<file path="src/sv/i64div_pkg.sv">
`default_nettype none
// ----------------------------------------------------------------------------
// i64div_pkg
// Shared types and constants for the 64-bit integer divider.
// ----------------------------------------------------------------------------
package i64div_pkg;

   localparam int DATA_WIDTH = 64;

   typedef struct packed {
      logic        func;
      logic [63:0] dividend;
      logic [63:0] divisor;
   } i64div_req_type;

   typedef struct packed {
      logic [63:0] quotient;
      logic [63:0] remainder;
      logic        div_by_zero;
   } i64div_rsp_type;

   typedef struct packed {
      logic busy;
      logic done;
   } i64div_stat_type;

endpackage
`default_nettype wire

</file>
<file path="src/sv/i64div_core.sv">
`default_nettype none
// ----------------------------------------------------------------------------
// i64div_core
// Restoring shift-and-subtract unit: one quotient bit per cycle on unsigned
// operands.
// ----------------------------------------------------------------------------
module i64div_core #(
   parameter int WIDTH = i64div_pkg::DATA_WIDTH
) (
   input  logic                        clock,
   input  logic                        reset,
   input  logic                        start,
   input  logic [WIDTH-1:0]            dividend,
   input  logic [WIDTH-1:0]            divisor,
   output logic [WIDTH-1:0]            quotient,
   output logic [WIDTH-1:0]            remainder,
   output i64div_pkg::i64div_stat_type status
);
   import i64div_pkg::*;

   localparam int CW = $clog2(WIDTH + 1);

   logic [WIDTH-1:0] num_ff, num_in;
   logic [WIDTH-1:0] den_ff;
   logic [WIDTH-1:0] rem_ff, rem_in;
   logic [WIDTH-1:0] quo_ff, quo_in;
   logic [CW-1:0]    cnt_ff;
   logic             done_ff;

   logic             carry;
   logic [WIDTH-1:0] shifted;
   logic [WIDTH:0]   diff;
   logic             take;

   always_comb begin
      carry   = rem_ff[WIDTH-1];
      shifted = {rem_ff[WIDTH-2:0], num_ff[WIDTH-1]};
      diff    = {carry, shifted} - {1'b0, den_ff};
      take    = carry | ~diff[WIDTH];
      num_in  = {num_ff[WIDTH-2:0], 1'b0};
      rem_in  = take ? diff[WIDTH-1:0] : shifted;
      quo_in  = {quo_ff[WIDTH-2:0], take};
   end

   always_ff @(posedge clock) begin
      if (reset) begin
         cnt_ff  <= '0;
         done_ff <= 1'b0;
      end else begin
         done_ff <= 1'b0;
         if (start) begin
            cnt_ff <= CW'(WIDTH);
         end else if (cnt_ff != '0) begin
            cnt_ff  <= cnt_ff - 1'b1;
            done_ff <= (cnt_ff == CW'(1));
         end
      end
   end

   always_ff @(posedge clock) begin
      if (start) begin
         num_ff <= dividend;
         den_ff <= divisor;
         rem_ff <= '0;
         quo_ff <= '0;
      end else if (cnt_ff != '0) begin
         num_ff <= num_in;
         rem_ff <= rem_in;
         quo_ff <= quo_in;
      end
   end

   assign quotient    = quo_ff;
   assign remainder   = rem_ff;
   assign status.busy = (cnt_ff != '0);
   assign status.done = done_ff;

endmodule
`default_nettype wire

</file>
<file path="src/sv/int64_divider.sv">
`default_nettype none
// ----------------------------------------------------------------------------
// int64_divider
// Signed/unsigned integer divider with quotient, remainder and zero flag.
// ----------------------------------------------------------------------------
// Usage:
//   req_valid/req_ready/req_data carry one transaction: func (0 unsigned,
//   1 signed), dividend and divisor. rsp_valid/rsp_ready/rsp_data return one
//   transaction per request: quotient, remainder and div_by_zero.
//   From acceptance to rsp_valid, the block forms the operand magnitudes,
//   runs them through the shared restoring unit (one quotient bit per step),
//   collects the unit's result and applies sign correction into the output
//   register, which then presents the transaction.
//   A zero divisor bypasses the unit and goes from operand preparation
//   straight to sign correction.
//   The single subtract-and-shift unit takes one operation at a time;
//   req_ready is high only while no operation runs.
//   A new request may be taken while a finished response still waits.
//   When the receiver stalls, the response holds in the output register and
//   a following operation waits at its sign-correction step.
//   Reset clears the sequencer and rsp_valid; no response is pending after.
// ----------------------------------------------------------------------------
module int64_divider #(
   parameter int WIDTH = i64div_pkg::DATA_WIDTH
) (
   input  logic                       clock,
   input  logic                       reset,
   input  logic                       req_valid,
   output logic                       req_ready,
   input  i64div_pkg::i64div_req_type req_data,
   output logic                       rsp_valid,
   input  logic                       rsp_ready,
   output i64div_pkg::i64div_rsp_type rsp_data
);
   import i64div_pkg::*;

   typedef enum logic [1:0] {
      ST_IDLE,
      ST_PREP,
      ST_RUN,
      ST_FIX
   } state_type;

   state_type        state_ff;
   logic             rsp_valid_ff;
   i64div_rsp_type   rsp_data_ff;

   logic             func_ff;
   logic [WIDTH-1:0] a_ff;
   logic [WIDTH-1:0] b_ff;
   logic             neg_q_ff;
   logic             neg_r_ff;
   logic             dbz_ff;
   logic [WIDTH-1:0] res_q_ff;
   logic [WIDTH-1:0] res_r_ff;

   logic             neg_a;
   logic             neg_b;
   logic [WIDTH-1:0] mag_a;
   logic [WIDTH-1:0] mag_b;
   logic             b_zero;
   logic             core_start;
   logic [WIDTH-1:0] core_q;
   logic [WIDTH-1:0] core_r;
   i64div_stat_type  core_stat;
   logic [WIDTH-1:0] fix_q;
   logic [WIDTH-1:0] fix_r;
   logic             out_free;

   always_comb begin
      neg_a      = func_ff & a_ff[WIDTH-1];
      neg_b      = func_ff & b_ff[WIDTH-1];
      mag_a      = neg_a ? (~a_ff + 1'b1) : a_ff;
      mag_b      = neg_b ? (~b_ff + 1'b1) : b_ff;
      b_zero     = (b_ff == '0);
      core_start = (state_ff == ST_PREP) && !b_zero && !core_stat.busy;
      fix_q      = neg_q_ff ? (~res_q_ff + 1'b1) : res_q_ff;
      fix_r      = neg_r_ff ? (~res_r_ff + 1'b1) : res_r_ff;
      out_free   = !rsp_valid_ff || rsp_ready;
   end

   i64div_core #(
      .WIDTH (WIDTH)
   ) u_core (
      .clock     (clock),
      .reset     (reset),
      .start     (core_start),
      .dividend  (mag_a),
      .divisor   (mag_b),
      .quotient  (core_q),
      .remainder (core_r),
      .status    (core_stat)
   );

   always_ff @(posedge clock) begin
      if (reset) begin
         state_ff     <= ST_IDLE;
         rsp_valid_ff <= 1'b0;
      end else begin
         if (state_ff == ST_FIX && out_free) begin
            rsp_valid_ff <= 1'b1;
         end else if (rsp_ready) begin
            rsp_valid_ff <= 1'b0;
         end
         unique case (state_ff)
            ST_IDLE: begin
               if (req_valid) begin
                  state_ff <= ST_PREP;
               end
            end
            ST_PREP: begin
               if (b_zero) begin
                  state_ff <= ST_FIX;
               end else if (core_start) begin
                  state_ff <= ST_RUN;
               end
            end
            ST_RUN: begin
               if (core_stat.done) begin
                  state_ff <= ST_FIX;
               end
            end
            ST_FIX: begin
               if (out_free) begin
                  rsp_data_ff.quotient    <= 64'(fix_q);
                  rsp_data_ff.remainder   <= 64'(fix_r);
                  rsp_data_ff.div_by_zero <= dbz_ff;
                  state_ff                <= ST_IDLE;
               end
            end
            default: begin
               state_ff <= ST_IDLE;
            end
         endcase
      end
   end

   always_ff @(posedge clock) begin
      if (state_ff == ST_IDLE && req_valid) begin
         func_ff <= req_data.func;
         a_ff    <= req_data.dividend[WIDTH-1:0];
         b_ff    <= req_data.divisor[WIDTH-1:0];
      end
      if (state_ff == ST_PREP) begin
         if (b_zero) begin
            res_q_ff <= '1;
            res_r_ff <= a_ff;
            neg_q_ff <= 1'b0;
            neg_r_ff <= 1'b0;
            dbz_ff   <= 1'b1;
         end else begin
            neg_q_ff <= neg_a ^ neg_b;
            neg_r_ff <= neg_a;
            dbz_ff   <= 1'b0;
         end
      end
      if (state_ff == ST_RUN && core_stat.done) begin
         res_q_ff <= core_q;
         res_r_ff <= core_r;
      end
   end

   assign req_ready = (state_ff == ST_IDLE);
   assign rsp_valid = rsp_valid_ff;
   assign rsp_data  = rsp_data_ff;

endmodule
`default_nettype wire

</file>
<file path="config.mk">
export PLATFORM = sky130hd
export DESIGN_NAME = int64_divider
export DESIGN_NICKNAME = d
export VERILOG_FILES = /design/src/sv/i64div_pkg.sv /design/src/sv/i64div_core.sv /design/src/sv/int64_divider.sv
export SDC_FILE = /design/constraint.sdc
export NUM_CORES = 1
export LEC_CHECK = 0
export BUFFER_PORTS_ARGS = -buffer_cell sky130_fd_sc_hd__buf_2
export CORE_UTILIZATION = 30
export CTS_BUF_LIST = sky130_fd_sc_hd__clkbuf_4 sky130_fd_sc_hd__clkbuf_8 sky130_fd_sc_hd__clkbuf_16
export CTS_CLUSTER_SIZE = 16
export DETAILED_ROUTE_END_ITERATION = 16
export GPL_ROUTABILITY_DRIVEN = 0
export HOLD_SLACK_MARGIN = 0.15
export SETUP_SLACK_MARGIN = 0.5
export SYNTH_ARGS = -nofsm -noshare
export SYNTH_HDL_FRONTEND = slang
export SYNTH_SLANG_ARGS = --single-unit
</file>
<file path="constraint.sdc">
create_clock -name clock -period 31.8 [get_ports clock]
set_input_delay 4.77 -clock clock [delete_from_list [all_inputs] [get_ports clock]]
set_output_delay 4.77 -clock clock [all_outputs]
set_load 0.1 [all_outputs]
</file>
==> impl_metrics.yaml, run 1 <==
power_and_ir_drop:
  p_int_mw: 2.20
  vdd_drop_max_v: 0.0000603
  p_per_area_nw_per_um2: 96.8
  switching_power_mw: 1.42
  seqPwrFrac_pct: 38.1
  power_mw: 3.62
  clockPowerShare_pct: 23.2
  p_leak_nw: 13.9
  switching_share_pct: 39.2
  pwr-share-comb_pct: 38.7
clock_network:
  holdBufCountCts: 0
  cts_resized: 0
  clock_latency_ns: 0.63
  root_buffer: "clkbuf_16"
  clk_pin_slew_ns: 0.06
  cts_tree: "built"
  postCtsSetupBuffers: 0
  cts_buffer_depth: 3
  cts.sinks: 656
  cts-buffers-inserted: 68
  cts_htree_levels: 3
sta:
  slew_headroom_pct: 25.0
  setup_tns_ns: 0
  finalSetupViolCount: 0
  fin_crit_sh_pct: 20.9
  fin_ws_ns: 25.14
  finalHoldViolations: 0
  slew_violations: 0
  tightestPinTransition_ns: 1.12
  skew_ns: 0.0293
  fmax_mhz: 150
  fin_crit_ns: 6.66
  rsz0062_at_grt: "no"
  whs_ns: 0.429
placement:
  post-dp-hpwl_um: 60200
  pre_cts_ws_ns: 24.90
  io_buffers: 263
  post_dp_cell_area_sq_um: 35100
logic_synthesis:
  synth-seq-area-share_pct: 56.7
  synth_area_leader_cell: "edfxtp_1"
  synth-edff-count: 517
  syn-instance-count: 2919
  synth_area_per_cell_sq_um: 11.1
  synth_area_leaders: "edfxtp_1, dfxtp_1, xnor2_1"
  yosys_warnings: 0
  ys_types: 77
  synth_top_area_share_pct: 48.1
  synthFlopType: "edfxtp_1"
  syn_nets: 3127
  synth_area_sq_um: 32300
  async_reset_ff_share_pct: 0
  ys_seq_elements: 656
floorplanning:
  std_cell_rows: 119
  core_sq_um: 106000
  die_height_um: 330
  num_io_pins: 264
  die_area_sq_um: 109000
  die_width_um: 330
  initial_utilization_pct: 30.5
global_routing:
  antenna_found_initial: 23
  track_usage_pct: 14.8
  grt_pass1_wl_um: 124000
  grt_pass1_vias: 21000
  globalRouteOverflowTotal: 0
  grt_max_degree: 109
cells_and_area:
  layout-drive-gt1-share_pct: 18.3
  num-nets-final: 3348
  design_area_sq_um: 37400
  multi_input_area_sq_um: 13200
  layout_commonest_cell: "edfxtp_1"
  layout_common_cells: "edfxtp_1, nand2_1, buf_2"
  areaGrowthSynthToFinish_pct: 15.9
  seq_area_sq_um: 18300
  fill_cells: 10500
route:
  first_iter_violations: 1953
  drc: 0
  wl_per_cell_um: 17.8
  via_per_inst: 4.91
  first_pass_iters: 5
  vias: 22500
  wirelength_um: 81500
  ant_nets: 0
setup_path:
  path_class: "register to output port"
  cp-end-kind: "output port"
  crit_required_ns: 27.03
  worstSetupStartpointType: "register"
  crit_arrival_ns: 1.89
  cp_max_fo: 5
job:
  cap_viol_max_count: 0
min_path:
  min_path_type: "register to register"
status:
  status: "finished clean"
-- path summary, 6_finish.rpt --
| kind | to | cells past startpoint | from | slack [ns] |
|---|---|---|---|---|
| max | req_ready | 3 | state_ff[0] | 25.14 |
| max reg2reg | u_core.num_ff[1] | 13 | b_ff[19] | 26.06 |
| min reg2reg | u_core.quotient[58] | 2 | u_core.quotient[57] | 0.43 |
| min | u_core.quotient[58] | 2 | u_core.quotient[57] | 0.43 |
-- worst max-delay path, cell delays in order, from the launching register on --
cell     delay [ns]
dfxtp_1        0.33
inv_1          0.13
ha_1           0.28
buf_2          0.51
-- registers in the layout, indices dropped and copies added, names as in the netlist, 2 cells and up --
| register | cells |
|---|---|
| rsp_data | 129 |
| u_core.den_ff | 64 |
| b_ff | 64 |
| state_ff | 2 |
| res_r_ff | 64 |
| a_ff | 64 |
| u_core.num_ff | 64 |
| u_core.quotient | 64 |
| u_core.remainder | 64 |
| res_q_ff | 64 |
| u_core.cnt_ff | 7 |
-- power groups by stage --
stage          sequential (mW)  combinational, mW  clock (mW)
2_1_floorplan             1.38               1.03           0
3_3_place_gp              1.39               1.38           0
3_5_place_dp              1.39               1.39           0
4_1_cts                   1.38               1.40       0.864
5_1_grt                   1.40               1.57       0.893
6_report                  1.38               1.40       0.840
-- metal layers --
layer  wire length (um)  vias up  part of all wire, %  global-route usage, %
li1                   -    11100                    -                      -
met1              39600    10700                   49                   22.0
met2              34300      639                   42                   21.5
met3               5930      122                  7.3                   3.09
met4               1610       20                  2.0                   3.96
met5                117        -                 0.14                      0
-- Yosys cell counts, drive strengths merged (5+ instances only) --
cell type  number
a211oi          8
a21boi          5
a21o           24
a21oi         163
a221o           6
a31o            5
a31oi          24
and2           18
and3           19
buf            27
clkbuf        105
dfxtp         139
edfxtp        517
ha             74
inv           104
mux2           66
mux2i          51
nand2         360
nand2b         22
nand3         111
nand4          25
nor2          124
nor2b          11
nor3           54
nor4           24
nor4b           8
o21a           14
o21ai         212
o21bai          8
o22ai           6
o31ai          61
o41ai          25
or2            77
or3            46
or4            30
xnor2         209
xor2           91
-- layout make-up --
class                           count  share of cell area (%)
Clock buffer                       90                    5.13
Sequential cell                   656                    48.9
Timing Repair Buffer              283                    3.92
Multi-Input combinational cell   2027                    35.1
Tap cell                         1391                    4.65
Antenna cell                        6                  0.0401
Inverter                          104                    1.04
Clock inverter                     34                    1.18
-- through the flow --
| stage | std cells | utilization, % |
|---|---|---|
| floorplan | 2919 | - |
| global placement | 4461 | 33.1 |
| detailed placement | 4461 | 33.1 |
| CTS | 4585 | 35.3 |
| global route | 4587 | 35.3 |
| finish | 4591 | 35.3 |
-- cell families (layout without fill, tap and decap cells) --
logic type / after synthesis / after routing / synth area share, %
AO/OA/AOI/OAI: 590 / 590 / 11.1
XOR/XNOR: 300 / 300 / 8.14
adder cells (fa/ha/maj): 75 / 75 / 2.93
buffers and inverters: 236 / 511 / 2.82
flip-flops: 656 / 656 / 56.7
multiplexers: 117 / 117 / 3.88
other: 0 / 6 / 0
AND/OR/NAND/NOR: 945 / 945 / 14.4
(Power assumes the default switching activity.)
==> run 2, diff against run 1 <==
clock period = 6.3 ns   (was 31.8 ns; I/O delays follow)
==> impl_metrics.yaml, run 2 (synthesized netlist as in run 1, its figures left out) <==
power_and_ir_drop:
  p_per_area_nw_per_um2: 489
  p_int_mw: 11.1
  seqPwrFrac_pct: 38.2
  power_mw: 18.4
  clockPowerShare_pct: 23.5
  p_leak_nw: 14.0
  pwr-share-comb_pct: 38.3
  vdd_drop_max_v: 0.000246
  switching_share_pct: 39.3
  switching_power_mw: 7.23
setup_path:
  worstSetupStartpointType: "register"
  path_class: "register to register"
  reg2reg_depth: 10
  cp-end-kind: "register"
  crit_required_ns: 6.64
  r2r-start: "b_ff[19]"
  reg2reg_slack_ns: 1.18
  rr_endpoint: "u_core.num_ff[59]"
  crit_chain: "or4_1 -> nor4b_1 -> nand4b_1 -> nor4_1 -> nand2_1 -> nor3_2 -> nand2b_4 -> nand2b_4 -> buf_4 -> o21ai_0"
  cp_max_fo: 88
  slowest_delay_ns: 0.63
  cpMostUsedCell: "nand2b_4"
  crit_family: "simple AND/OR/NAND/NOR gates"
  critPathBufInv: 1
  critPathSlowestCell: "buf_4"
  crit_arrival_ns: 5.46
cells_and_area:
  areaGrowthSynthToFinish_pct: 16.4
  num-nets-final: 3354
  layout_commonest_cell: "edfxtp_1"
  fill_cells: 10500
  largest_reg_flops: 129
  layout_common_cells: "edfxtp_1, nand2_1, buf_2"
  instances_no_fill: 4606
  layout-drive-gt1-share_pct: 18.4
global_routing:
  grt_pass1_vias: 21300
  antenna_found_initial: 31
  grt_pass1_wl_um: 126000
  globalRouteOverflowTotal: 0
  track_usage_pct: 14.9
  grt_max_degree: 89
floorplanning:
  std_cell_rows: 119
  initial_utilization_pct: 30.5
  die_height_um: 330
  num_io_pins: 264
  core_sq_um: 106000
  die_width_um: 330
  die_area_sq_um: 109000
clock_network:
  postCtsSetupBuffers: 0
  holdBufCountCts: 0
  clk_pin_slew_ns: 0.06
  cts_buffer_depth: 3
  clock_latency_ns: 0.66
  cts_htree_levels: 3
  cts.sinks: 656
  cts_tree: "built"
  cts_resized: 0
  root_buffer: "clkbuf_16"
  cts-buffers-inserted: 73
route:
  first_iter_violations: 2007
  first_pass_iters: 5
  drc: 0
  wirelength_um: 82500
  ant_nets: 0
  vias: 22400
  wl_per_cell_um: 17.9
  via_per_inst: 4.87
placement:
  dp_cells: 4462
  post-dp-hpwl_um: 61700
  io_buffers: 263
sta:
  setup_tns_ns: 0
  slew_violations: 0
  finalHoldViolations: 0
  skew_ns: 0.0494
  finalSetupViolCount: 0
  rsz0062_at_grt: "no"
  fin_crit_ns: 5.12
  tightestPinTransition_ns: 0.981
  fin_crit_sh_pct: 81.3
  slew_headroom_pct: 34.0
  fmax_mhz: 195
min_path:
  min_delay_worst_endpoint: "u_core.quotient[36]"
  hold-path-cell-count: 2
  worstHoldStart: "u_core.quotient[35]"
  min_path_type: "register to register"
job:
  cap_viol_max_count: 0
status:
  status: "finished clean"
[run 2: cell count changes in the layout (fill, tap and decap cells not counted), moves of 2 or more]
cell        delta
inv_16         -2
clkbuf_8       -3
clkinvlp_4     +3
clkinv_16      +4
buf_12         +2
clkinv_1       +5
bufinv_16      -2
clkbuf_16      +4
inv_6          +2
diode_2        +4
[run 2: metrics by stage]
stage / hold slack, ns / setup WS (ns) / cell area [sq um] / util [%]
after floorplan: 0.400 / 0.828 / 32300 / -
after global placement: 0.436 / 1.26 / 35100 / 33.1
after detailed placement: 0.439 / 1.16 / 35100 / 33.1
after CTS: 0.413 / 1.15 / 37600 / 35.4
after global routing: 0.428 / 0.700 / 37600 / 35.5
final: 0.445 / 1.18 / 37600 / 35.5
[run 2: worst register-to-register path, delay by kind of cell, from the launching register on]
family | cells | cell delay, ns
AOI/OAI and AO/OA | 1 | 0.24
buffers and inverters | 1 | 0.64
DFF | 1 | 0.45
and+or+nand+nor | 8 | 3.51
[run 2: power groups by stage]
stage               sequential (mW)  clock, mW  combinational [mW]
floorplan                      6.94          0                5.20
global placement               7.07          0                6.92
detailed placement             7.07          0                7.01
CTS                            6.99       4.44                7.03
global route                   7.13       4.59                7.86
finish                         7.02       4.32                7.05
[run 2: layout make-up]
class                   instances  area [sq um]  share of cell area [%]
flip-flops and latches        656         18300                    48.7
multi-input cells            2027         13200                    35.0
clock buffers                  91          1980                    5.27
well taps                    1391          1740                    4.63
repair buffers                284          1500                    3.99
clock inverters                43           500                    1.33
inverters                     104           390                    1.04
diodes                         10          25.0                  0.0666
[run 2: per-layer routing]
metal / vias up / track usage [%] / part of all wire, %
met5: - / 0 / 0.23
met4: 34 / 5.33 / 2.8
met3: 148 / 3.42 / 6.9
met2: 578 / 22.0 / 42
met1: 10600 / 21.3 / 48
li1: 11100 / - / -
[run 2: how the worst max path moves through the flow]
| stage | start | end | slack [ns] | cells after the start |
|---|---|---|---|---|
| 2_1_floorplan | b_ff[19] | res_q_ff[0] | 0.83 | 8 |
| 3_3_place_gp | b_ff[19] | u_core.num_ff[50] | 1.26 | 10 |
| 3_5_place_dp | b_ff[19] | u_core.num_ff[44] | 1.16 | 10 |
| 4_1_cts | b_ff[19] | u_core.num_ff[59] | 1.15 | 10 |
| 5_1_grt | b_ff[19] | u_core.num_ff[59] | 0.70 | 10 |
| 6_report | b_ff[19] | u_core.num_ff[59] | 1.18 | 10 |
==> run 3, diff against run 2 <==
clock period = 4.97 ns   (was 6.3 ns; I/O delays follow)
==> impl_metrics.yaml, run 3 (synthesized netlist as in run 1, its figures left out) <==
sta:
  slew_headroom_pct: 33.9
  fin_ws_ns: 0.744
  finalSetupViolCount: 0
  finalHoldViolations: 0
  tightestPinTransition_ns: 0.992
  setup_tns_ns: 0
  fmax_mhz: 237
  slew_violations: 0
  rsz0062_at_grt: "no"
  skew_ns: 0.0286
  fin_crit_sh_pct: 85.0
  fin_crit_ns: 4.23
floorplanning:
  die_area_sq_um: 109000
  initial_utilization_pct: 30.5
  std_cell_rows: 119
  core_sq_um: 106000
  num_io_pins: 264
  die_height_um: 330
  die_width_um: 330
global_routing:
  antenna_found_initial: 14
  track_usage_pct: 14.7
  grt.met2_usage_pct: 21.2
  grt_pass1_wl_um: 124000
  grt_pass1_vias: 21100
  globalRouteOverflowTotal: 0
  gr-max-usage-layer: "met1"
  grt_max_degree: 126
  use_met3_pct: 2.97
  gr-usage-met1_pct: 21.9
setup_path:
  crit_required_ns: 5.33
  cp-end-kind: "register"
  cp_max_fo: 44
  worstSetupStartpointType: "register"
  crit_arrival_ns: 4.58
  path_class: "register to register"
placement:
  pre_cts_ws_ns: 0.632
  io_buffers: 263
  post-dp-hpwl_um: 61200
  dp_cells: 4468
clock_network:
  postCtsSetupBuffers: 0
  holdBufCountCts: 0
  clock_latency_ns: 0.65
  cts_tree: "built"
  cts_htree_levels: 3
  clk_pin_slew_ns: 0.06
  cts-buffers-inserted: 71
  root_buffer: "clkbuf_16"
  cts.sinks: 656
  cts_buffer_depth: 3
  cts_resized: 0
route:
  wl_per_cell_um: 17.8
  via_per_inst: 4.88
  drc: 0
  ant_nets: 0
  first_pass_iters: 6
  first_iter_violations: 2152
  vias: 22400
  wirelength_um: 82000
power_and_ir_drop:
  switching_power_mw: 9.15
  p_per_area_nw_per_um2: 617
  vdd_drop_max_v: 0.000268
  seqPwrFrac_pct: 38.3
  switching_share_pct: 39.4
  pwr-share-comb_pct: 38.7
  p_leak_nw: 14.0
  clockPowerShare_pct: 23.0
  p_int_mw: 14.1
status:
  status: "finished clean"
cells_and_area:
  layout-drive-gt1-share_pct: 18.6
  final_util_pct: 35.5
  instances_no_fill: 4598
  areaGrowthSynthToFinish_pct: 16.4
  layout_common_cells: "edfxtp_1, nand2_1, buf_2"
  layout_commonest_cell: "edfxtp_1"
  largest_reg_flops: 129
  fill_cells: 10500
  num-nets-final: 3358
min_path:
  min_path_type: "input pin to register"
job:
  cap_viol_max_count: 0
## run 3: changes by cell type in the layout (fill, tap and decap cells not counted), sizes merged
cell / previous run / this run
diode: 10 / 3
buf: 284 / 290
clkinv: 27 / 21
bufinv: 5 / 2
clkbuf: 91 / 92
clkinvlp: 4 / 5
## run 3: worst paths after layout
kind | start | end | cells past startpoint | slack (ns)
max | b_ff[14] | u_core.den_ff[62] | 10 | 0.74
min | req_data[68] | a_ff[4] | 1 | 0.28
max reg2reg | b_ff[14] | u_core.den_ff[62] | 10 | 0.74
min reg2reg | u_core.quotient[36] | u_core.quotient[37] | 2 | 0.44
## run 3: power groups by stage
stage / clock network (mW) / registers (mW) / logic (mW)
final: 5.34 / 8.88 / 8.99
after global routing: 5.68 / 9.01 / 10.0
after CTS: 5.49 / 8.85 / 8.95
after detailed placement: 0 / 8.96 / 8.92
after global placement: 0 / 8.95 / 8.82
after floorplan: 0 / 8.78 / 6.60
## run 3: stage by stage
step / hold slack [ns] / instance area [sq um] / power [mW]
after floorplan: 0.400 / 32300 / 15.4
after global placement: 0.439 / 35200 / 17.8
after detailed placement: 0.442 / 35200 / 17.9
after CTS: 0.228 / 37600 / 23.3
after global routing: 0.247 / 37600 / 24.7
final: 0.278 / 37600 / 23.2
## run 3: final cells by class
type,count,area (sq um),area share (%)
diodes,3,7.51,0.0200
clock buffers,92,2040,5.44
clock inverters,35,360,0.958
inverters,104,390,1.04
multi-input cells,2027,13200,35.0
flip-flops and latches,656,18300,48.7
well taps,1391,1740,4.63
repair buffers,290,1570,4.17
## run 3: critical path, stage by stage (launching register included)
cell	delay, ns
edfxtp_1	0.42
or4_1	0.59
nor4_1	0.47
nand4b_1	0.35
nor4_1	0.47
nand2_1	0.18
nor3_4	0.36
nand2b_4	0.22
nand2b_4	0.15
inv_2	0.31
buf_4	0.39
## run 3: metal layers
metal | up-vias | part of all wire (%)
met3 | 119 | 7.1
met5 | - | 0.078
met2 | 632 | 41
met4 | 10 | 2.5
met1 | 10600 | 49
li1 | 11100 | -
